**src/sv/mfb_pkg.sv**
```systemverilog
`default_nettype none
package mfb_pkg;

  localparam int WIDTH_PIXELS = 256;
  localparam int HEIGHT_ROWS  = 64;

  localparam int ROW_BYTES   = (WIDTH_PIXELS + 7) / 8;
  localparam int STORE_BYTES = ROW_BYTES * HEIGHT_ROWS;
  localparam int ADDR_W      = $clog2(STORE_BYTES);
  localparam int COL_W       = $clog2(WIDTH_PIXELS);
  localparam int ROW_W       = (HEIGHT_ROWS > 1) ? $clog2(HEIGHT_ROWS) : 1;

  localparam int CHUNK_W     = 7;
  localparam int SRC_W       = 4;
  localparam int FIDX_W      = CHUNK_W + SRC_W;

  localparam logic [7:0] PIX_MSB = 8'h80;
  localparam logic [7:0] NIB_HI  = 8'hf0;
  localparam logic [7:0] NIB_LO  = 8'h0f;

  typedef logic [ADDR_W-1:0] addr_t;
  typedef logic [7:0]        byte_t;

  typedef enum logic [1:0] {
    OP_PLOT  = 2'd0,
    OP_CLEAR = 2'd1,
    OP_FETCH = 2'd2,
    OP_NOP   = 2'd3
  } op_t;

  typedef enum logic [1:0] {
    PEN_SET  = 2'd0,
    PEN_CLR  = 2'd1,
    PEN_INV  = 2'd2,
    PEN_KEEP = 2'd3
  } pen_t;

  typedef struct packed {
    logic  we;
    addr_t waddr;
    byte_t wdata;
    logic  re;
    addr_t raddr;
  } ram_req_t;

  typedef struct packed {
    logic vld;
    logic zero;
    logic last;
  } rd_tag_t;

endpackage
`default_nettype wire

```
**src/sv/mfb_gray.sv**
```systemverilog
`default_nettype none
module mfb_gray (
  input  wire logic             clk,
  input  wire logic             rst_n,
  input  wire mfb_pkg::rd_tag_t rd_tag,
  input  wire mfb_pkg::byte_t   rdata,
  output logic                  slot_free,
  output logic                  out_valid,
  input  wire logic             out_ready,
  output logic [7:0]            out_gray_pair,
  output logic                  out_last
);

  logic           pend_r, pend_zero_r, pend_last_r;
  logic           nx_vld_r, nx_vld_nxt, nx_last_r;
  mfb_pkg::byte_t nx_byte_r;
  logic           cur_vld_r, cur_vld_nxt, cur_last_r;
  mfb_pkg::byte_t cur_byte_r;
  logic [1:0]     cnt_r;

  logic fire, cur_done, cur_free;

  assign fire      = cur_vld_r && out_ready;
  assign cur_done  = fire && (cnt_r == 2'd3);
  assign cur_free  = !cur_vld_r || cur_done;
  assign slot_free = !nx_vld_r && !pend_r;

  assign out_valid     = cur_vld_r;
  assign out_gray_pair = (cur_byte_r[7] ? mfb_pkg::NIB_HI : 8'h00)
                       | (cur_byte_r[6] ? mfb_pkg::NIB_LO : 8'h00);
  assign out_last      = cur_last_r && (cnt_r == 2'd3);

  always_comb begin
    nx_vld_nxt  = nx_vld_r;
    cur_vld_nxt = cur_vld_r;
    if (cur_free) begin
      cur_vld_nxt = nx_vld_r;
      nx_vld_nxt  = 1'b0;
    end
    // a read is only issued into an empty slot
    if (pend_r) begin
      nx_vld_nxt = 1'b1;
    end
  end

  always_ff @(posedge clk) begin
    if (!rst_n) begin
      pend_r    <= 1'b0;
      nx_vld_r  <= 1'b0;
      cur_vld_r <= 1'b0;
      cnt_r     <= '0;
    end else begin
      pend_r    <= rd_tag.vld;
      nx_vld_r  <= nx_vld_nxt;
      cur_vld_r <= cur_vld_nxt;
      if (cur_free) begin
        cnt_r <= '0;
      end else if (fire) begin
        cnt_r <= cnt_r + 1'b1;
      end
    end
  end

  always_ff @(posedge clk) begin
    pend_zero_r <= rd_tag.zero;
    pend_last_r <= rd_tag.last;
    if (pend_r) begin
      nx_byte_r <= pend_zero_r ? 8'h00 : rdata;
      nx_last_r <= pend_last_r;
    end
    if (cur_free) begin
      cur_byte_r <= nx_byte_r;
      cur_last_r <= nx_last_r;
    end else if (fire) begin
      // advance to the next pixel pair
      cur_byte_r <= {cur_byte_r[5:0], 2'b00};
    end
  end

endmodule
`default_nettype wire

```
**config.mk**
```make
export PLATFORM = sky130hd
export DESIGN_NAME = mfb_gray
export DESIGN_NICKNAME = d
export VERILOG_FILES = /design/src/sv/mfb_pkg.sv /design/src/sv/mfb_gray.sv
export SDC_FILE = /design/constraint.sdc
export NUM_CORES = 1
export LEC_CHECK = 0
export ABC_AREA = 0
export BUFFER_PORTS_ARGS = -buffer_cell sky130_fd_sc_hd__buf_2
export CELL_PAD_IN_SITES_DETAIL_PLACEMENT = 0
export CELL_PAD_IN_SITES_GLOBAL_PLACEMENT = 1
export CORE_ASPECT_RATIO = 1.4
export CORE_MARGIN = 4
export CORE_UTILIZATION = 44
export DETAILED_ROUTE_END_ITERATION = 6
export HOLD_SLACK_MARGIN = 0.03
export PLACE_DENSITY_LB_ADDON = 0.1
export SETUP_SLACK_MARGIN = 0.4
export SLEW_MARGIN = 20
export SYNTH_ARGS = -nofsm -noshare
export SYNTH_HDL_FRONTEND = slang
export SYNTH_SLANG_ARGS = --single-unit
```
**constraint.sdc**
```tcl
create_clock -name clk -period 2.38 [get_ports clk]
set_clock_uncertainty 0.1 [all_clocks]
set_input_delay 0.119 -clock clk [delete_from_list [all_inputs] [get_ports clk]]
set_output_delay 0.119 -clock clk [all_outputs]
set_load 0.005 [all_outputs]
```
# Yosys cells after proc, flatten, opt, wreduce, memory -nomap -nowiden
# Index checks and enable logic that the tools add are counted.
[word_totals]
regBits = 25
latch_bits = 0
mem_bits_rw = 0
romBits = 0
input_bits = 14
out_inout_bits = 11
wordCells = 31
mem_count = 0
[op_classes]
addsub = 1
mul = 0
n_div = 0
n_lt_le_gt_ge = 0
n_eq_ne = 1
shifts = 0
mux = 6
bitwise_logic = 2
reduce_logical = 11
[op_table]
columns = ["op", "n"]
rows = [
  ["$mux W8", 3],
  ["$or A8 B4 Y8", 1],
  ["$logic_and A1 B1 Y1", 4],
  ["$mux W4", 1],
  ["$reduce_bool A2 Y1", 2],
  ["$logic_not A1 Y1", 3],
  ["$add A2 B1 Y2 const B", 1],
  ["$eq A2 B2 Y1 const B", 1],
  ["$mux W1", 2],
  ["$reduce_or A2 Y1", 1],
  ["$logic_or A1 B1 Y1", 1],
  ["$not A1 Y1", 1],
]

# Logic depth before layout (Yosys ltp)
# Gate-level depths: netlist (run 1).
[logic_depth]
depth_word = 5
depth_mapped = 4
ltp_nobuf = 4

# Least setup slack after synthesis (run 1)
# Ideal clock, no wire load.
[synth_timing]
path_kind = "reg-to-reg"
startpoint = "register cnt_r[0]"
endpoint = "register cur_byte_r[2] (data pin)"
setup_ns = 0.260
arrival_ns = 1.131
t_required_ns = 2.020
setup_slack_ns = 0.889
path_stages_with_launch = 4
path_cell_list = "dfxtp_1 > ha_1 > a21boi_4 > mux2_2"
[synth_between]
elab_chain_cells = 4
[synth_lines]
columns = ["item", "line_no", "rtl"]
rows = [
  ["from (decl)", "mfb_gray.sv:19", "logic [1:0] cnt_r;"],
  ["from (signal assigned)", "mfb_gray.sv:59", "cnt_r <= cnt_r + 1'b1;"],
  ["$eq A2 B2 Y1", "mfb_gray.sv:24", "assign cur_done = fire && (cnt_r == 2'd3);"],
  ["$logic_and A1 B1 Y1", "mfb_gray.sv:24", ""],
  ["$logic_or A1 B1 Y1", "mfb_gray.sv:25", "assign cur_free = !cur_vld_r || cur_done;"],
  ["$mux W8", "mfb_gray.sv:71", "if (cur_free) begin"],
  ["to (signal assigned)", "mfb_gray.sv:72", "cur_byte_r <= nx_byte_r;"],
  ["to (signal assigned)", "mfb_gray.sv:76", "cur_byte_r <= {cur_byte_r[5:0], 2'b00};"],
  ["to (decl)", "mfb_gray.sv:18", "mfb_pkg::byte_t cur_byte_r;"],
]
# Every way passes these cells.
# A chain may end at the register's enable or synchronous reset.

# Worst setup path in the final report (run 1)
[layout_timing]
startpoint = "register cnt_r[0]"
endpoint = "register cur_byte_r[5] (data pin)"
# Same word-level chain as after synthesis.

==> summary.txt, run 1 <==
Outcome
  • Status: complete, no violations

Timing
  • Hold WS: 0.332 ns
  • Setup tns final: 0 ns
  • RSZ-0062 raised after global routing: false
  • F_max: 626 MHz
  • Slew at the pin closest to its max-slew limit: 0.429 ns
  • Final setup fails: 0
  • Max Transition Viols Final: 0
  • Normalized max-slew margin: 0.714
  • Final hold vios: 0
  • Fin crit share: 0.671
  • Min Tclk post-route: 1.60 ns

Die
  • Die Wd: 48.1 microns
  • I/O Pins: 25
  • Die ar.: 0.00309 sq mm
  • Core area: 0.00215 sq mm
  • Row count: 20
  • Starting density of the core: 0.460
  • Chip height: 64.2 microns

Final layout
  • Share of cells above drive strength 1: 0.347
  • Final Non-Filler Cells: 123
  • # diodes: 0
  • Layout area overhead: 25.6%
  • NumNets Final: 117

Routing
  • DRC errors left: 0
  • Drt first pass iters: 2
  • Antenna Violating Nets Remaining: 0
  • DR vias: 577
  • Post-Route WL: 1380 microns
  • Number of vias per cell: 4.69
  • Routed wire length per instance: 11.2 microns
  • DRT iter0 DRCs: 3

CTS
  • Clk pin slew, worst setup/hold paths: 0.13 ns
  • # H-tree levels: 1
  • # clock sinks: 25
  • CTS-repair resized insts: 0
  • Clk Latency, worst-skew pair: 0.31 ns
  • CTS root buf: clkbuf_4
  • CTS buffer count: 3
  • Clock buffer depth: 2
  • CTS tree: done

GRT
  • First-pass GRT wire length: 2500 microns
  • Initial antenna violation count: 0
  • Total grt overflow: 0
  • All-Layer GR Usage: 0.115
  • Vias in the first global route: 611
  • Pin count of the biggest net entering global routing: 14

Placement
  • GP Congestion: 0.637
  • Placed Cells: 105
  • PortBufs: 24

Min path
  • HP Class: in2reg
  • HP Start: rd_tag[0]

Synth
  • Avg Cell Area, Syn: 14.8 sq um
  • Synth cell types: 17
  • Gate Count Post-Synth: 67
  • Mapped Nets: 82
  • Sequential share of the synthesized area: 0.687
  • Synth warn: 0
  • Synthesized cell area: 991 sq um
  • Synth Register Bits: 25

Worst setup path
  • Worst EP arrival: 1.57 ns
  • Startpoint Class: register
  • Kind of critical path: reg2reg
  • Crit. Startpoint: cnt_r[0]
  • R2r startpoint: cnt_r[0]
  • Critical Path Fanout Max: 8
  • Critical path required time: 2.36 ns
  • Crit end category: register

Power
  • Lkg Pwr: 0.503 nW
  • VDD IR max: 0.333 mV
  • Pwr Density: 610 mW/mm^2

Run
  • Max capacitance violation total: 0
==> critical path: stages (launching register included) <==
cell      delay [ns]
dfxtp_1         0.35
ha_1            0.25
a21boi_4        0.29
mux2_2          0.37
==> metrics by stage <==
| step | power (W) | utilization | area (sq um) | setup WS [ns] |
|---|---|---|---|---|
| 2_1_floorplan | 0.000555 | - | 991 | 0.889 |
| 3_3_place_gp | 0.000569 | 0.501 | 1080 | 0.822 |
| 3_5_place_dp | 0.000572 | 0.501 | 1080 | 0.783 |
| 4_1_cts | 0.000773 | 0.578 | 1240 | 0.769 |
| 5_1_grt | 0.000804 | 0.578 | 1240 | 0.708 |
| 6_report | 0.000760 | 0.578 | 1240 | 0.783 |
==> registers in the layout, summed over array words and instances (netlist names) <==
name / flops
nx_last_r: 1
cur_byte_r: 8
pend_last_r: 1
nx_byte_r: 8
nx_vld_r: 1
cnt_r: 2
cur_last_r: 1
pend_zero_r: 1
out_valid: 1
pend_r: 1
==> worst paths after layout <==
path / endpoint / slack, ns / cells after the start
hold / removal: pend_last_r / 0.33 / 2
setup reg to reg: cur_byte_r[5] / 0.78 / 3
hold reg to reg: nx_last_r / 0.33 / 0
setup / recovery: cur_byte_r[5] / 0.78 / 3
==> cells in the final DEF, fill, tap and decap left out, drive strengths merged <==
cell	synthesis	layout
buf	8	24
edfxtp	18	18
dlygate4sd3	0	14
nor2b	8	8
dfxtp	7	7
mux2	6	6
and2	4	4
clkbuf	0	4
nand2b	3	3
nand2	3	3
a21oi	2	2
a21boi	1	1
inv	1	1
nor2	1	1
or3b	1	1
o21ai	1	1
o21a	1	1
nand3b	1	1
ha	1	1
==> synth_stat cells, drive strengths merged <==
library cell | instances | area, sq um
a21oi | 2 | 10.0
nand3b | 1 | 7.51
o21ai | 1 | 5.00
nor2b | 8 | 50.1
nor2 | 1 | 3.75
nand2b | 3 | 18.8
mux2 | 6 | 67.6
dfxtp | 7 | 140
a21boi | 1 | 18.8
nand2 | 3 | 11.3
o21a | 1 | 7.51
inv | 1 | 3.75
edfxtp | 18 | 541
and2 | 4 | 25.0
ha | 1 | 12.5
or3b | 1 | 8.76
buf | 8 | 60.1
==> area by class of cell <==
type	count	area [sq um]
sequential	25	681
tap	22	27.5
multi-input combinational	33	246
clock buffer	4	26.3
inverter	1	3.75
timing repair buffer	38	260
fill	190	907
==> per-layer routing <==
metal  vias up  GRT usage  share of wire
li1        292          -              -
met1       258      0.123           0.38
met2        23      0.190           0.52
met3         4     0.0338          0.075
met4         0     0.0606          0.020
met5         -          0              0
==> cells by family (layout without fill, tap and decap cells) <==
| group | count (synthesis) | in the layout | share of synthesized area |
|---|---|---|---|
| buf+inv | 9 | 43 | 0.0644 |
| flops | 25 | 25 | 0.687 |
| compound gates | 5 | 5 | 0.0417 |
| mux | 6 | 6 | 0.0682 |
| simple gates | 21 | 21 | 0.126 |
| fa+ha+maj | 1 | 1 | 0.0126 |
==> power breakdown <==
| group | switching, W | internal (W) |
|---|---|---|
| logic | 0.0000237 | 0.0000473 |
| clock network | 0.000117 | 0.0000655 |
| registers | 0.0000122 | 0.000494 |
==> repair_timing <==
item,4_1_cts,5_1_grt
endpoints found under the setup margin,0,0
buffers inserted,0,0
hold buffers,14,0
endpoints found under the hold margin,15,0
(Power assumes the default switching activity.)
==> inputs of run 2 (changes only) <==
- CORE_UTILIZATION: 44 -> 41
- clock period: 2.38 -> 1.5 ns (I/O delays scaled with it)
==> run 2 against run 1 <==
Against the previous run: combinational power up 90%; cell count up 2.4%; setup slack worse by 0.73 ns; non-clock buffer count up 3; via count up 3.8%; power up 61%; wire length up 5.5%; sequential power up 58%; first-iteration DRC count up 33%; clock power up 56%; largest cell class unchanged; register-to-register slack worse by 0.73 ns; core utilization up 1.4 points.
==> summary.txt, run 2 (synthesized netlist as in run 1, its figures left out) <==
Final layout
  • Most common cell after layout, fill and taps aside: buf_2
  • Largest registers: cur_byte_r x8, nx_byte_r x8, cnt_r x2
  • Most frequent cells in the layout: buf_2 (23), edfxtp_1 (18), dlygate4sd3_1 (13)
  • # diodes: 0
  • Share of cells above drive strength 1: 0.452
  • Layout area overhead: 34.7%
  • NumNets Final: 120
  • Fillers: 178

Power
  • VDD IR max: 0.677 mV
  • Lkg Pwr: 0.544 nW
  • Switch share: 0.201
  • Logic pwr share: 0.111
  • NetSw: 0.000245 W
  • Pwr Density: 915 mW/mm^2
  • Sequential power share: 0.655
  • Clk network pwr share: 0.234
  • Int Pwr: 0.000976 W

Routing
  • DR vias: 599
  • Number of vias per cell: 4.75
  • DRC errors left: 0
  • DRT iter0 DRCs: 4
  • Antenna Violating Nets Remaining: 0
  • Routed wire length per instance: 11.5 microns
  • Post-Route WL: 1450 microns
  • Drt first pass iters: 3

Worst setup path
  • CP max stage cell: dfxtp_2
  • Startpoint Class: register
  • Critical Path Fanout Max: 8
  • Worst EP arrival: 1.42 ns
  • Critical path required time: 1.47 ns
  • Critical-path cell list: ha_4 > a21boi_4 > buf_12 > mux2_4
  • Kind of critical path: reg2reg
  • Crit end category: register
  • CP max stage delay: 0.36 ns

Timing
  • Final hold vios: 0
  • Setup tns final: 0 ns
  • Final setup fails: 0
  • Min Tclk post-route: 1.45 ns
  • Slew at the pin closest to its max-slew limit: 0.257 ns
  • Fin crit share: 0.967
  • Max Transition Viols Final: 0
  • F_max: 689 MHz
  • Hold WS: 0.0415 ns
  • Normalized max-slew margin: 0.829
  • RSZ-0062 raised after global routing: true

Die
  • Starting density of the core: 0.440
  • Core area: 0.00225 sq mm
  • I/O Pins: 25
  • Die Wd: 49.6 microns
  • Row count: 20
  • Die ar.: 0.00328 sq mm
  • Chip height: 66.2 microns

GRT
  • Total grt overflow: 0
  • Initial antenna violation count: 0
  • Pin count of the biggest net entering global routing: 14
  • First-pass GRT wire length: 2520 microns
  • All-Layer GR Usage: 0.103
  • Vias in the first global route: 600

CTS
  • CTS tree: done
  • Clk pin slew, worst setup/hold paths: 0.13 ns
  • CTS buffer count: 3
  • CTS root buf: clkbuf_4
  • Clock buffer depth: 2
  • # H-tree levels: 1
  • # clock sinks: 25
  • Clk Latency, worst-skew pair: 0.31 ns

Min path
  • HP Class: in2reg

Placement
  • GP Congestion: 0.656
  • Detail Placement HPWL: 945 microns
  • PortBufs: 24

Outcome
  • Status: complete, no violations

Run
  • Max capacitance violation total: 0
run 2: cell types whose count changed in the layout (fill, tap and decap cells not counted), moves of 3 or more:
cell     change
mux2_2       -6
mux2_4       +6
dfxtp_2      +3
buf_4        +3
dfxtp_1      -4
run 2: what timing repair did:
| action | 4_1_cts | 5_1_grt |
|---|---|---|
| endpoints found under the hold margin | 15 | 2 |
| setup endpoints to repair | 19 | 23 |
| pin swaps | 2 | 2 |
| buffers inserted | 3 | 0 |
| hold buffers | 12 | 1 |
| gates resized for setup | 5 | 2 |
run 2: area by class of cell:
cell class	instances	area, sq um	share of cell area
clock buffers	4	26.3	0.0197
flip-flops and latches	25	688	0.515
multi-input cells	33	290	0.217
inverters	1	3.75	0.00281
well taps	22	27.5	0.0206
repair buffers	41	299	0.224
run 2: power groups by stage:
stage	logic (W)	clock network, W	registers [W]
after floorplan	0.0000752	0	0.000816
after global placement	0.0000999	0	0.000821
after detailed placement	0.000101	0	0.000822
after CTS	0.000133	0.000300	0.000800
after global routing	0.000149	0.000332	0.000806
final	0.000135	0.000286	0.000800
run 2: per-layer routing:
layer | GRT usage | vias up | share of wire
met5 | 0 | - | 0
met2 | 0.171 | 23 | 0.50
met1 | 0.116 | 273 | 0.42
li1 | - | 299 | -
met3 | 0.0158 | 4 | 0.057
met4 | 0.0830 | 0 | 0.020
run 2: path summary, 6_finish.rpt:
check                   start            end  slack [ns]  cells past startpoint
setup / recovery     cnt_r[0]  cur_byte_r[7]        0.05                      4
hold reg to reg   pend_last_r      nx_last_r        0.32                      0
setup reg to reg     cnt_r[0]  cur_byte_r[7]        0.05                      4
hold / removal      out_ready       cnt_r[0]        0.04                      3
run 2: worst max-delay path: cells and delay by family, from the launching register on:
kind            cells  cell delay (ns)
buf+inv             1             0.15
mux                 1             0.29
compound gates      1             0.15
fa+ha+maj           1             0.17
flops               1             0.36
run 2: through the flow:
step                       util  setup slack [ns]  power (W)  instances  instance area [sq um]
after detailed placement  0.504            0.0342   0.000923        106                   1140
after global routing      0.593            0.0211    0.00129        126                   1340
after global placement    0.504            0.0509   0.000920        106                   1140
final                     0.593            0.0491    0.00122        126                   1340
after floorplan               -            0.0416   0.000891         67                   1030
after CTS                 0.586            0.0448    0.00123        125                   1320
