`src/sv/mfb_pkg.sv`:
```
`default_nettype none
package mfb_pkg;

  localparam int WIDTH_PIXELS = 256;
  localparam int HEIGHT_ROWS  = 64;

  localparam int ROW_BYTES   = (WIDTH_PIXELS + 7) / 8;
  localparam int STORE_BYTES = ROW_BYTES * HEIGHT_ROWS;
  localparam int ADDR_W      = $clog2(STORE_BYTES);
  localparam int COL_W       = $clog2(WIDTH_PIXELS);
  localparam int ROW_W       = (HEIGHT_ROWS > 1) ? $clog2(HEIGHT_ROWS) : 1;

  localparam int CHUNK_W     = 7;
  localparam int SRC_W       = 4;
  localparam int FIDX_W      = CHUNK_W + SRC_W;

  localparam logic [7:0] PIX_MSB = 8'h80;
  localparam logic [7:0] NIB_HI  = 8'hf0;
  localparam logic [7:0] NIB_LO  = 8'h0f;

  typedef logic [ADDR_W-1:0] addr_t;
  typedef logic [7:0]        byte_t;

  typedef enum logic [1:0] {
    OP_PLOT  = 2'd0,
    OP_CLEAR = 2'd1,
    OP_FETCH = 2'd2,
    OP_NOP   = 2'd3
  } op_t;

  typedef enum logic [1:0] {
    PEN_SET  = 2'd0,
    PEN_CLR  = 2'd1,
    PEN_INV  = 2'd2,
    PEN_KEEP = 2'd3
  } pen_t;

  typedef struct packed {
    logic  we;
    addr_t waddr;
    byte_t wdata;
    logic  re;
    addr_t raddr;
  } ram_req_t;

  typedef struct packed {
    logic vld;
    logic zero;
    logic last;
  } rd_tag_t;

endpackage
`default_nettype wire

```
`src/sv/mfb_seq.sv`:
```
`default_nettype none
module mfb_seq (
  input  wire logic                         clk,
  input  wire logic                         rst_n,
  input  wire logic                         in_valid,
  output logic                              in_ready,
  input  wire logic [1:0]                   in_op,
  input  wire logic signed [15:0]           in_x,
  input  wire logic signed [15:0]           in_y,
  input  wire logic [1:0]                   in_pen,
  input  wire logic [mfb_pkg::CHUNK_W-1:0]  in_chunk,
  input  wire logic                         slot_free,
  input  wire mfb_pkg::byte_t               rdata,
  output mfb_pkg::ram_req_t                 ram_req,
  output mfb_pkg::rd_tag_t                  rd_tag
);

  typedef enum logic [4:0] {
    S_IDLE  = 5'b00001,
    S_PRD   = 5'b00010,
    S_PWR   = 5'b00100,
    S_FETCH = 5'b01000,
    S_CLR   = 5'b10000
  } state_t;

  state_t state_r, state_nxt;

  mfb_pkg::addr_t              pl_addr_r, pl_addr_nxt;
  mfb_pkg::byte_t              pl_mask_r, pl_mask_nxt;
  logic [1:0]                  pl_pen_r, pl_pen_nxt;
  logic                        pl_en_r, pl_en_nxt;
  logic [mfb_pkg::CHUNK_W-1:0] chunk_r, chunk_nxt;
  logic [mfb_pkg::SRC_W-1:0]   src_r, src_nxt;
  mfb_pkg::addr_t              clr_cnt_r, clr_cnt_nxt;

  logic                        in_fire;
  logic                        on_screen;
  logic [mfb_pkg::COL_W-1:0]   xcol;
  logic [mfb_pkg::ROW_W-1:0]   yrow;
  mfb_pkg::addr_t              plot_addr;
  logic [mfb_pkg::FIDX_W-1:0]  fidx;
  logic                        fidx_ok;
  logic                        issue;
  mfb_pkg::byte_t              pl_wdata;

  assign in_ready = (state_r == S_IDLE) || (state_r == S_PWR);
  assign in_fire  = in_valid && in_ready;

  assign on_screen = !in_x[15] && (in_x[14:0] < 15'(mfb_pkg::WIDTH_PIXELS))
                  && !in_y[15] && (in_y[14:0] < 15'(mfb_pkg::HEIGHT_ROWS));
  assign xcol = in_x[mfb_pkg::COL_W-1:0];
  assign yrow = in_y[mfb_pkg::ROW_W-1:0];
  assign plot_addr = mfb_pkg::ADDR_W'(mfb_pkg::ADDR_W'(yrow)
                   * mfb_pkg::ADDR_W'(mfb_pkg::ROW_BYTES))
                   + mfb_pkg::ADDR_W'(xcol[mfb_pkg::COL_W-1:3]);

  assign fidx    = {chunk_r, src_r};
  assign fidx_ok = 32'(fidx) < 32'(mfb_pkg::STORE_BYTES);
  assign issue   = (state_r == S_FETCH) && slot_free;

  always_comb begin
    case (mfb_pkg::pen_t'(pl_pen_r))
      mfb_pkg::PEN_SET: pl_wdata = rdata | pl_mask_r;
      mfb_pkg::PEN_CLR: pl_wdata = rdata & ~pl_mask_r;
      mfb_pkg::PEN_INV: pl_wdata = rdata ^ pl_mask_r;
      default:          pl_wdata = rdata;
    endcase
  end

  always_comb begin
    ram_req.we    = 1'b0;
    ram_req.waddr = pl_addr_r;
    ram_req.wdata = pl_wdata;
    ram_req.re    = 1'b0;
    ram_req.raddr = pl_addr_r;
    rd_tag.vld    = issue;
    rd_tag.zero   = !fidx_ok;
    rd_tag.last   = (src_r == {mfb_pkg::SRC_W{1'b1}});
    unique case (state_r)
      S_PRD: ram_req.re = 1'b1;
      S_PWR: ram_req.we = pl_en_r;
      S_FETCH: begin
        ram_req.re    = issue && fidx_ok;
        ram_req.raddr = mfb_pkg::ADDR_W'(fidx);
      end
      S_CLR: begin
        ram_req.we    = 1'b1;
        ram_req.waddr = clr_cnt_r;
        ram_req.wdata = '0;
      end
      default: ;
    endcase
  end

  always_comb begin
    state_nxt   = state_r;
    pl_addr_nxt = pl_addr_r;
    pl_mask_nxt = pl_mask_r;
    pl_pen_nxt  = pl_pen_r;
    pl_en_nxt   = pl_en_r;
    chunk_nxt   = chunk_r;
    src_nxt     = src_r;
    clr_cnt_nxt = clr_cnt_r;
    unique case (state_r)
      S_PRD: state_nxt = S_PWR;
      S_FETCH: begin
        if (issue) begin
          src_nxt = src_r + 1'b1;
          if (rd_tag.last) begin
            state_nxt = S_IDLE;
          end
        end
      end
      S_CLR: begin
        clr_cnt_nxt = clr_cnt_r + 1'b1;
        if (clr_cnt_r == mfb_pkg::ADDR_W'(mfb_pkg::STORE_BYTES - 1)) begin
          state_nxt = S_IDLE;
        end
      end
      default: state_nxt = S_IDLE;
    endcase
    // a new item may enter while the previous plot writes back
    if (in_fire) begin
      unique case (mfb_pkg::op_t'(in_op))
        mfb_pkg::OP_PLOT: begin
          state_nxt   = S_PRD;
          pl_addr_nxt = plot_addr;
          pl_mask_nxt = mfb_pkg::PIX_MSB >> xcol[2:0];
          pl_pen_nxt  = in_pen;
          pl_en_nxt   = on_screen && (in_pen != mfb_pkg::PEN_KEEP);
        end
        mfb_pkg::OP_CLEAR: begin
          state_nxt   = S_CLR;
          clr_cnt_nxt = '0;
        end
        mfb_pkg::OP_FETCH: begin
          state_nxt = S_FETCH;
          chunk_nxt = in_chunk;
          src_nxt   = '0;
        end
        mfb_pkg::OP_NOP: state_nxt = S_IDLE;
      endcase
    end
  end

  always_ff @(posedge clk) begin
    if (!rst_n) begin
      state_r   <= S_CLR;
      clr_cnt_r <= '0;
    end else begin
      state_r   <= state_nxt;
      clr_cnt_r <= clr_cnt_nxt;
    end
  end

  always_ff @(posedge clk) begin
    pl_addr_r <= pl_addr_nxt;
    pl_mask_r <= pl_mask_nxt;
    pl_pen_r  <= pl_pen_nxt;
    pl_en_r   <= pl_en_nxt;
    chunk_r   <= chunk_nxt;
    src_r     <= src_nxt;
  end

endmodule
`default_nettype wire

```
`config.mk`:
```
export PLATFORM = sky130hd
export DESIGN_NAME = mfb_seq
export DESIGN_NICKNAME = d
export VERILOG_FILES = /design/src/sv/mfb_pkg.sv /design/src/sv/mfb_seq.sv
export SDC_FILE = /design/constraint.sdc
export NUM_CORES = 1
export LEC_CHECK = 0
export ABC_AREA = 0
export ABC_CLOCK_PERIOD_IN_PS = 3700
export BUFFER_PORTS_ARGS = -buffer_cell sky130_fd_sc_hd__clkbuf_2
export CAP_MARGIN = 20
export CORE_MARGIN = 3
export CORE_UTILIZATION = 34
export DETAILED_ROUTE_END_ITERATION = 12
export SLEW_MARGIN = 20
export SYNTH_ARGS = -nofsm -noshare
export SYNTH_HDL_FRONTEND = slang
export SYNTH_SLANG_ARGS = --single-unit
```
`constraint.sdc`:
```
create_clock -name clk -period 3.7 [get_ports clk]
set_input_delay 0.37 -clock clk [delete_from_list [all_inputs] [get_ports clk]]
set_output_delay 0.37 -clock clk [all_outputs]
set_load 0.005 [all_outputs]
```
==> Yosys cells after proc, flatten, opt, wreduce, memory -nomap -nowiden <==
Cells that the tools add are included.
{ "word_totals": {"wordCells": 66, "ff_bits": 49} }
{ "op_classes": {"reduce_logical": 14, "magnitude_cmp": 2, "n_addsub": 3, "shift": 1, "eq_ne": 16, "muxes": 18, "n_bitwise": 4} }
{ "op_table": {"columns": ["operator", "n"], "rows": [
  ["11-bit two-way mux", 4],
  ["8-bit case mux with 3 select lines", 1],
  ["5-bit two-way mux", 4],
  ["5-bit case mux with 4 select lines", 1],
  ["19-bit two-way mux", 1],
  ["4-bit two-way mux", 4],
  ["15-bit by 7-bit less-than comparator with 1-bit output (second input constant)", 1],
  ["15-bit by 9-bit less-than comparator with 1-bit output (second input constant)", 1],
  ["5-bit case mux with 3 select lines", 1],
  ["11-bit by 1-bit adder with 11-bit output (second input constant)", 1],
  ["11-bit by 5-bit adder with 11-bit output", 1],
  ["11-bit equality test (second input constant)", 1],
  ["3-bit inequality test (second input constant)", 3],
  ["8-bit AND", 1],
  ["8-bit inverter", 1],
  ["8-bit bitwise OR", 1],
  ["8-bit by 3-bit right shift with 8-bit output (first input constant)", 1],
  ["8-bit bitwise XOR", 1],
  ["2-bit equality test (second input constant)", 3],
  ["1-bit logical AND", 6],
  ["5-bit by 1-bit equality test with 1-bit output (second input constant)", 1],
  ["5-bit by 2-bit equality test with 1-bit output (second input constant)", 1],
  ["5-bit by 3-bit equality test with 1-bit output (second input constant)", 1],
  ["5-bit by 4-bit equality test with 1-bit output (second input constant)", 1],
  ["11 further kinds", 16]
]} }

==> Depth between registers and ports, before layout <==
Gate-level depths: netlist (run 1).
{ "logic_depth": {"depth_word": 6, "ltp_mapped": 6} }

==> Least setup slack after synthesis (run 1) <==
OpenSTA, ideal clock, no wires.
{ "synth_path": {"path_type": "register to register", "startpoint": "register state_r[4]", "endpoint": "register pl_addr_r[0] (enable)", "slack_ns": 0.790, "t_arrival_ns": 2.479, "synth_period_minus_slack_ns": 2.910, "setup_time_ns": 0.430, "stages_incl_launch_ff": 5, "required_time_ns": 3.270, "path_cell_list": "dfxtp_1 buf_2 nor3_1 nand3b_4 nor3_1"} }
{ "synth_between": {"elab_chain_cells": 4} }
{ "synth_lines": {"columns": ["element", "line", "text"], "rows": [
  ["from (decl)", "mfb_seq.sv:26", "state_t state_r, state_nxt;"],
  ["from (signal assigned)", "mfb_seq.sv:151", "state_r <= state_nxt;"],
  ["5-bit by 1-bit equality test with 1-bit output / 5-bit by 3-bit equality test with 1-bit output (equally long branches)", "mfb_seq.sv:46", "assign in_ready = (state_r == S_IDLE) || (state_r == S_PWR);"],
  ["1-bit logical OR (*)", "mfb_seq.sv:46", null],
  ["1-bit logical AND (*)", "mfb_seq.sv:47", "assign in_fire = in_valid && in_ready;"],
  ["2-bit AND reduction (no line) (*)", null, null],
  ["to (signal assigned)", "mfb_seq.sv:157", "pl_addr_r <= pl_addr_nxt;"],
  ["to (decl)", "mfb_seq.sv:28", "mfb_pkg::addr_t pl_addr_r, pl_addr_nxt;"]
]} }
Every way passes the cells marked *; elsewhere a longest branch is shown, timed or not.
A chain may end at the register's enable or synchronous reset.

==> qor.txt, run 1 <==
Worst-Margin Slew -> 934 ps
Die H -> 97.0 µm
post_cts resized -> 0
crit path max-delay cell type -> mux2_1
Unique masters post-synth -> 49
Buf/Inv on CP -> 1
total number of vias -> 2065
gr busiest metal -> met2
Post-DP Area -> 3340 µm²
Mapped Nets -> 317
RSZ-0062 raised after global routing -> no
initial antenna violation count -> 0
VDD IR max -> 0.208 mV
Top FF cell, synth -> edfxtp_1
Post-CTS Repair Setup Buffers -> 0
Post-synth EDFFs -> 29
total number of yosys warnings -> 0
HP Class -> in2reg
crit path DAT -> 2110 ps
Cells after Synth -> 244
Worst path depth -> 4
Slew Viols, Final -> 0
# clock sinks -> 49
crit-path leading delay family -> simple AND/OR/NAND/NOR gates
total negative setup slack -> 0 ps
Peak Freq -> 0.402 GHz
core area -> 7890 µm²
PortBufs -> 89
most common cell in the netlist -> edfxtp_1
post-route ant nets -> 0
fin crit share -> 0.672
Row Count -> 32
Setup-failing EPs final -> 0
Post-synth ARST share -> 0
crit path cell chain -> nor3_2 > nand2_1 > mux2_1 > clkbuf_2
nets -> 405
Worst Path Max Fanout -> 12
leakage power -> 1.56 nW
Synth area leaders -> edfxtp_1 (31%), dfxtp_1 (14%), ha_1 (8.0%), mux2_1 (6.8%), mux4_2 (4.8%)
# diodes -> 0
Final Critical Period -> 2480 ps
Max H-tree Level -> 2
status -> completed
Synth Cell Area -> 2810 µm²
gr usage total -> 0.129
# IOs -> 91
Hold Vio Cnt, Final -> 0
top cell type's share of synthesized area -> 0.309
later-pin clock latency in the skew report -> 300 ps
filler cell count -> 776
CTS buffer count -> 5
Via density -> 4.75
Critical Path Start Type -> flip-flop
placed insts -> 427
Max Cap Viol -> 0
Die X -> 97.0 µm
area delta synth->final -> 21.8%
Cell Pwr Density -> 319 nW/µm²
Non-Filler Instances -> 435
# DRC -> 0
WHS Path Cells -> 1
Reg2Reg Depth -> 4
Post-Syn Area per Cell -> 11.5 µm²
FF+latch count, synth -> 49
vias in the first global route -> 2101
Rel. slew slack -> 0.373
DIE AREA -> 9400 µm²
Congestion Overflow GR -> 0
TritonCTS clock tree -> yes
routability-driven placement congestion ratio -> 0.754
root buffer cell -> clkbuf_8
crit path capture type -> output pin
Hold Buf Count CTS -> 0
WP data required -> 3330 ps
largest stage delay on the critical path -> 480 ps
Design Power -> 1.09 mW
Worst-path clk slew -> 90 ps
Post-synth top cells -> edfxtp_1 (29), inv_1 (23), dfxtp_1 (20)
Final Cell Area -> 3430 µm²
DR iter-0 viols -> 88
post-synthesis sequential area ratio -> 0.452
Starting Density -> 0.357
Post-Route WL -> 5.98 mm
first-pass GRT wire length -> 10.0 mm
hpwl dp -> 4.74 mm
met3 Use GR -> 0.0238
largest net degree at the start of global routing -> 19
Max clock buf depth -> 2
clk_skew -> 12.3 ps
wire per inst -> 13.7 µm
cell accounting for the most synthesized area -> edfxtp_1
fraction of layout cells with a size suffix above 1 -> 0.351
Initial DRT Pass Iterations -> 6
Final Util -> 0.434
critical path class -> reg2out
met2 Use GR -> 0.212
grt met1 use -> 0.173
==> logic make-up (layout without fill, tap and decap cells) <==
logic type      after synthesis  after routing  share of synthesized area
simple gates                 83             83                      0.186
flops                        49             49                      0.452
mux                          32             32                      0.155
buf+inv                      32            121                     0.0502
fa+ha+maj                    18             18                     0.0800
compound gates               17             17                     0.0387
xor+xnor                     12             12                     0.0373
other cells                   1              1                    0.00133
==> registers in the layout, indices dropped and copies added (netlist names) <==
| register | count |
|---|---|
| chunk_r | 7 |
| clr_cnt_r | 11 |
| pl_addr_r | 11 |
| pl_en_r | 1 |
| pl_mask_r | 8 |
| pl_pen_r | 2 |
| src_r | 4 |
| state_r | 5 |
==> worst paths after layout <==
kind | start | endpoint | slack [ps]
worst max-delay path | state_r[4] | ram_req[8] | 1220
worst min-delay path | in_y[5] | pl_addr_r[10] | 240
worst max register to register | state_r[4] | pl_pen_r[0] | 1400
worst min register to register | clr_cnt_r[1] | clr_cnt_r[1] | 500
==> stage by stage <==
step                      hold WS, ps  setup slack [ps]
final                             242              1220
after global routing              225              1070
after CTS                         227              1190
after detailed placement          493              1320
after global placement            487              1450
after floorplan                   457               790
==> where the power goes <==
part / leakage (nW) / internal [mW] / switching [mW] / total [mW]
registers: 0.427 / 0.587 / 0.0176 / 0.604
logic: 1.09 / 0.0955 / 0.0920 / 0.187
clock network: 0.0450 / 0.131 / 0.171 / 0.302
==> metal layers <==
layer  share of wire  routed length (µm)  vias to the layer above
met4           0.011                  68                        0
li1                -                   -                     1054
met1            0.46                2770                      955
met2            0.48                2880                       50
met5               0                   0                        -
met3           0.045                 267                        6
==> area by class of cell <==
cell class                      count  area [µm²]  share of cell area
Inverter                           23        86.3              0.0252
Multi-Input combinational cell    163        1410               0.410
Tap cell                          102         128              0.0372
Clock inverter                      2        10.0             0.00292
Sequential cell                    49        1270               0.371
Timing Repair Buffer               90         453               0.132
Clock buffer                        6        72.6              0.0212
==> cells in the final DEF, fill, tap and decap left out, types with 8 or more instances in the layout <==
| master | synthesis | routed |
|---|---|---|
| xor2_1 | 10 | 10 |
| inv_1 | 23 | 23 |
| nor2_1 | 15 | 15 |
| clkbuf_2 | 0 | 89 |
| edfxtp_1 | 29 | 29 |
| and2_1 | 8 | 8 |
| nand2_1 | 8 | 8 |
| dfxtp_1 | 20 | 20 |
| mux2_1 | 17 | 17 |
| ha_1 | 18 | 18 |
Power figures use the tool's default switching activity.
==> run 2: changes to the inputs <==
ABC_AREA = 1   (was 0)
ABC_CLOCK_PERIOD_IN_PS = 2300   (was 3700)
clock period = 2.3 ns   (was 3.7 ns; I/O delays follow)
==> run 2 against run 1 <==
  * Global-route usage up 0.69 points
  * Critical endpoint is now ram_req[20]
  * Count of clock-buffer cells in the layout fell by 1
  * Setup slack got worse by 940 ps
  * Sequential cell count unchanged
==> qor.txt, run 2 <==
Peak Freq -> 0.494 GHz
RSZ-0062 raised after global routing -> no
fin crit share -> 0.880
largest net degree at the start of global routing -> 35 (+16)
total number of yosys warnings -> 0 (unchanged)
CTS buffer count -> 5 (unchanged)
Post-Syn Area per Cell -> 8.24 µm² (-29%)
Pint -> 1.29 mW (+59%)
Starting Density -> 0.356 (-0.000922)
# IOs -> 91 (unchanged)
# DRC -> 0 (unchanged)
Worst-Margin Slew -> 540 ps (-394 ps)
area delta synth->final -> 21.0%
status -> completed
Mapped Nets -> 433 (+37%)
top cell type's share of synthesized area -> 0.293 (-0.0160)
FF+latch count, synth -> 49 (unchanged)
PortBufs -> 89 (unchanged)
Synth Cell Area -> 2970 µm² (+5.5%)
Cell Pwr Density -> 501 nW/µm² (+57%)
Die X -> 99.4 µm (+2.5%)
crit path DAT -> 1790 ps (-320 ps)
DIE AREA -> 9890 µm² (+5.1%)
total negative setup slack -> 0 ps (unchanged)
Largest regs -> clr_cnt_r (11), pl_addr_r (11), pl_mask_r (8)
Flop pwr share -> 0.540 (-0.013)
crit path capture type -> output pin
Post-Route WL -> 6.69 mm (+12%)
post-synthesis mux area share -> 0 (-0.155)
Rel. slew slack -> 0.638 (+0.265)
Hold Vio Cnt, Final -> 0 (unchanged)
gr usage total -> 0.136 (+0.00687)
initial antenna violation count -> 0 (unchanged)
total number of vias -> 2534 (+23%)
Max H-tree Level -> 2 (unchanged)
Post-synth ARST share -> 0 (unchanged)
Slew Viols, Final -> 0 (unchanged)
cell accounting for the most synthesized area -> edfxtp_1
core area -> 8340 µm² (+5.7%)
DR iter-0 viols -> 124 (+41%)
leakage power -> 1.75 nW (+12%)
Synth Area in Adders -> 0.0759 (-0.00415)
most common cell in the netlist -> nand2_1
Synth Area in Simple Gates -> 0.285 (+0.0996)
post-route ant nets -> 0 (unchanged)
hpwl dp -> 5.34 mm (+13%)
commonest cells after routing, fill and taps aside -> nand2_1 (99), clkbuf_2 (89), inv_1 (54)
routability-driven placement congestion ratio -> 0.833 (+10%)
# clock sinks -> 49 (unchanged)
root buffer cell -> clkbuf_8
clk_skew -> 18.7 ps (+6.39 ps)
Synth area leaders -> edfxtp_1 (29%), dfxtp_1 (13%), nand2_1 (13%), ha_1 (7.6%), inv_1 (6.8%)
HP Class -> in2reg
Hold Buf Count CTS -> 0 (unchanged)
critical path class -> reg2out
Initial DRT Pass Iterations -> 4 (-2)
TritonCTS clock tree -> yes
Design Power -> 1.80 mW (+65%)
Via density -> 4.57 (-3.6%)
Max Cap Viol -> 0 (unchanged)
clock share of power -> 0.292 (+0.016)
Final Critical Period -> 2020 ps
Post-synth EDFFs -> 29 (unchanged)
fraction of layout cells with a size suffix above 1 -> 0.292 (-0.0596)
post_cts resized -> 0 (unchanged)
Cells after Synth -> 360 (+48%)
largest family of logic cells by synthesized area -> simple AND/OR/NAND/NOR gates
Max clock buf depth -> 2 (unchanged)
commonest non-fill, non-tap cell in the layout -> nand2_1
Unique masters post-synth -> 33 (-33%)
Logic pwr share -> 0.168 (-0.003)
Sw Pwr -> 0.508 mW (+81%)
Post-synth top cells -> nand2_1 (99), inv_1 (54), edfxtp_1 (29)
# diodes -> 0 (unchanged)
WP data required -> 2070 ps (-1260 ps)
Synth Area in XOR/XNOR -> 0.0207 (-0.0167)
Row Count -> 33 (+3.1%)
VDD IR max -> 0.287 mV (+38%)
first-pass GRT wire length -> 10.9 mm (+9.3%)
Critical Path Start Type -> flip-flop
Die H -> 99.4 µm (+2.5%)
later-pin clock latency in the skew report -> 310 ps (about the same)
nets -> 521 (+29%)
Worst-path clk slew -> 110 ps (+20 ps)
Compound-Gate Fraction of Synth Area -> 0.0894 (+0.0507)
vias in the first global route -> 2404 (+14%)
post-synthesis sequential area ratio -> 0.428 (-0.0234)
wire per inst -> 12.1 µm (-12%)
Switching Share -> 0.282 (+0.0260)
flop-to-flop setup slack -> 650 ps (-750 ps)
Setup-failing EPs final -> 0 (unchanged)
Top FF cell, synth -> edfxtp_1
Congestion Overflow GR -> 0 (unchanged)
Post-CTS Repair Setup Buffers -> 0 (unchanged)
Worst Path Max Fanout -> 34 (+22)
-- run 2: cells by family (layout without fill, tap and decap cells) --
group | Yosys count | in the layout
xor gates and xnor gates | 7 | 7
AOI/OAI and AO/OA | 46 | 46
DFF | 49 | 49
adders and majority gates | 18 | 18
buffers and inverters | 69 | 158
other | 1 | 1
and+or+nand+nor | 170 | 170
-- run 2: power by group through the flow --
stage               clock, mW  combinational (mW)  sequential, mW
floorplan                   0               0.187           0.987
global placement            0               0.302           0.992
detailed placement          0               0.308           0.993
CTS                     0.541               0.308           0.973
global route            0.575               0.345           0.977
finish                  0.525               0.303           0.972
-- run 2: routing by layer --
| metal | global-route usage | part of all wire |
|---|---|---|
| met5 | 0 | 0 |
| met2 | 0.233 | 0.50 |
| met4 | 0.0347 | 0.0097 |
| met3 | 0.0316 | 0.047 |
| met1 | 0.172 | 0.45 |
-- run 2: final cells by class --
cell class | count | area, µm²
fill | 872 | 4750
multi-input combinational | 242 | 1410
sequential | 49 | 1270
timing repair buffer | 91 | 460
inverter | 59 | 221
tap | 105 | 131
clock buffer | 5 | 68.8
clock inverter | 3 | 25.0
-- run 2: worst paths after layout --
check | start | endpoint | depth (start not counted)
max | state_r[2] | ram_req[20] | 6
min | in_y[2] | pl_addr_r[7] | 1
max reg2reg | state_r[0] | pl_addr_r[2] | 6
min reg2reg | clr_cnt_r[10] | clr_cnt_r[10] | 2
-- run 2: through the flow --
step | hold slack [ps] | setup slack [ps] | cell area [µm²] | utilization | instances
detailed placement | 409 | 578 | 3500 | 0.419 | 546
global placement | 408 | 621 | 3500 | 0.419 | 546
CTS | 82.9 | 249 | 3590 | 0.431 | 554
floorplan | 308 | 188 | 2970 | - | 360
finish | 89.4 | 276 | 3590 | 0.431 | 554
global route | 71.1 | 94.9 | 3590 | 0.431 | 554
-- run 2: worst max-delay path, stage by stage, from the launching register on --
cell and delay (ps):
dfxtp_1 370, nor2_4 180, nand3_4 320, inv_2 300, nand2_1 100, o21a_1 110
clkbuf_2 100
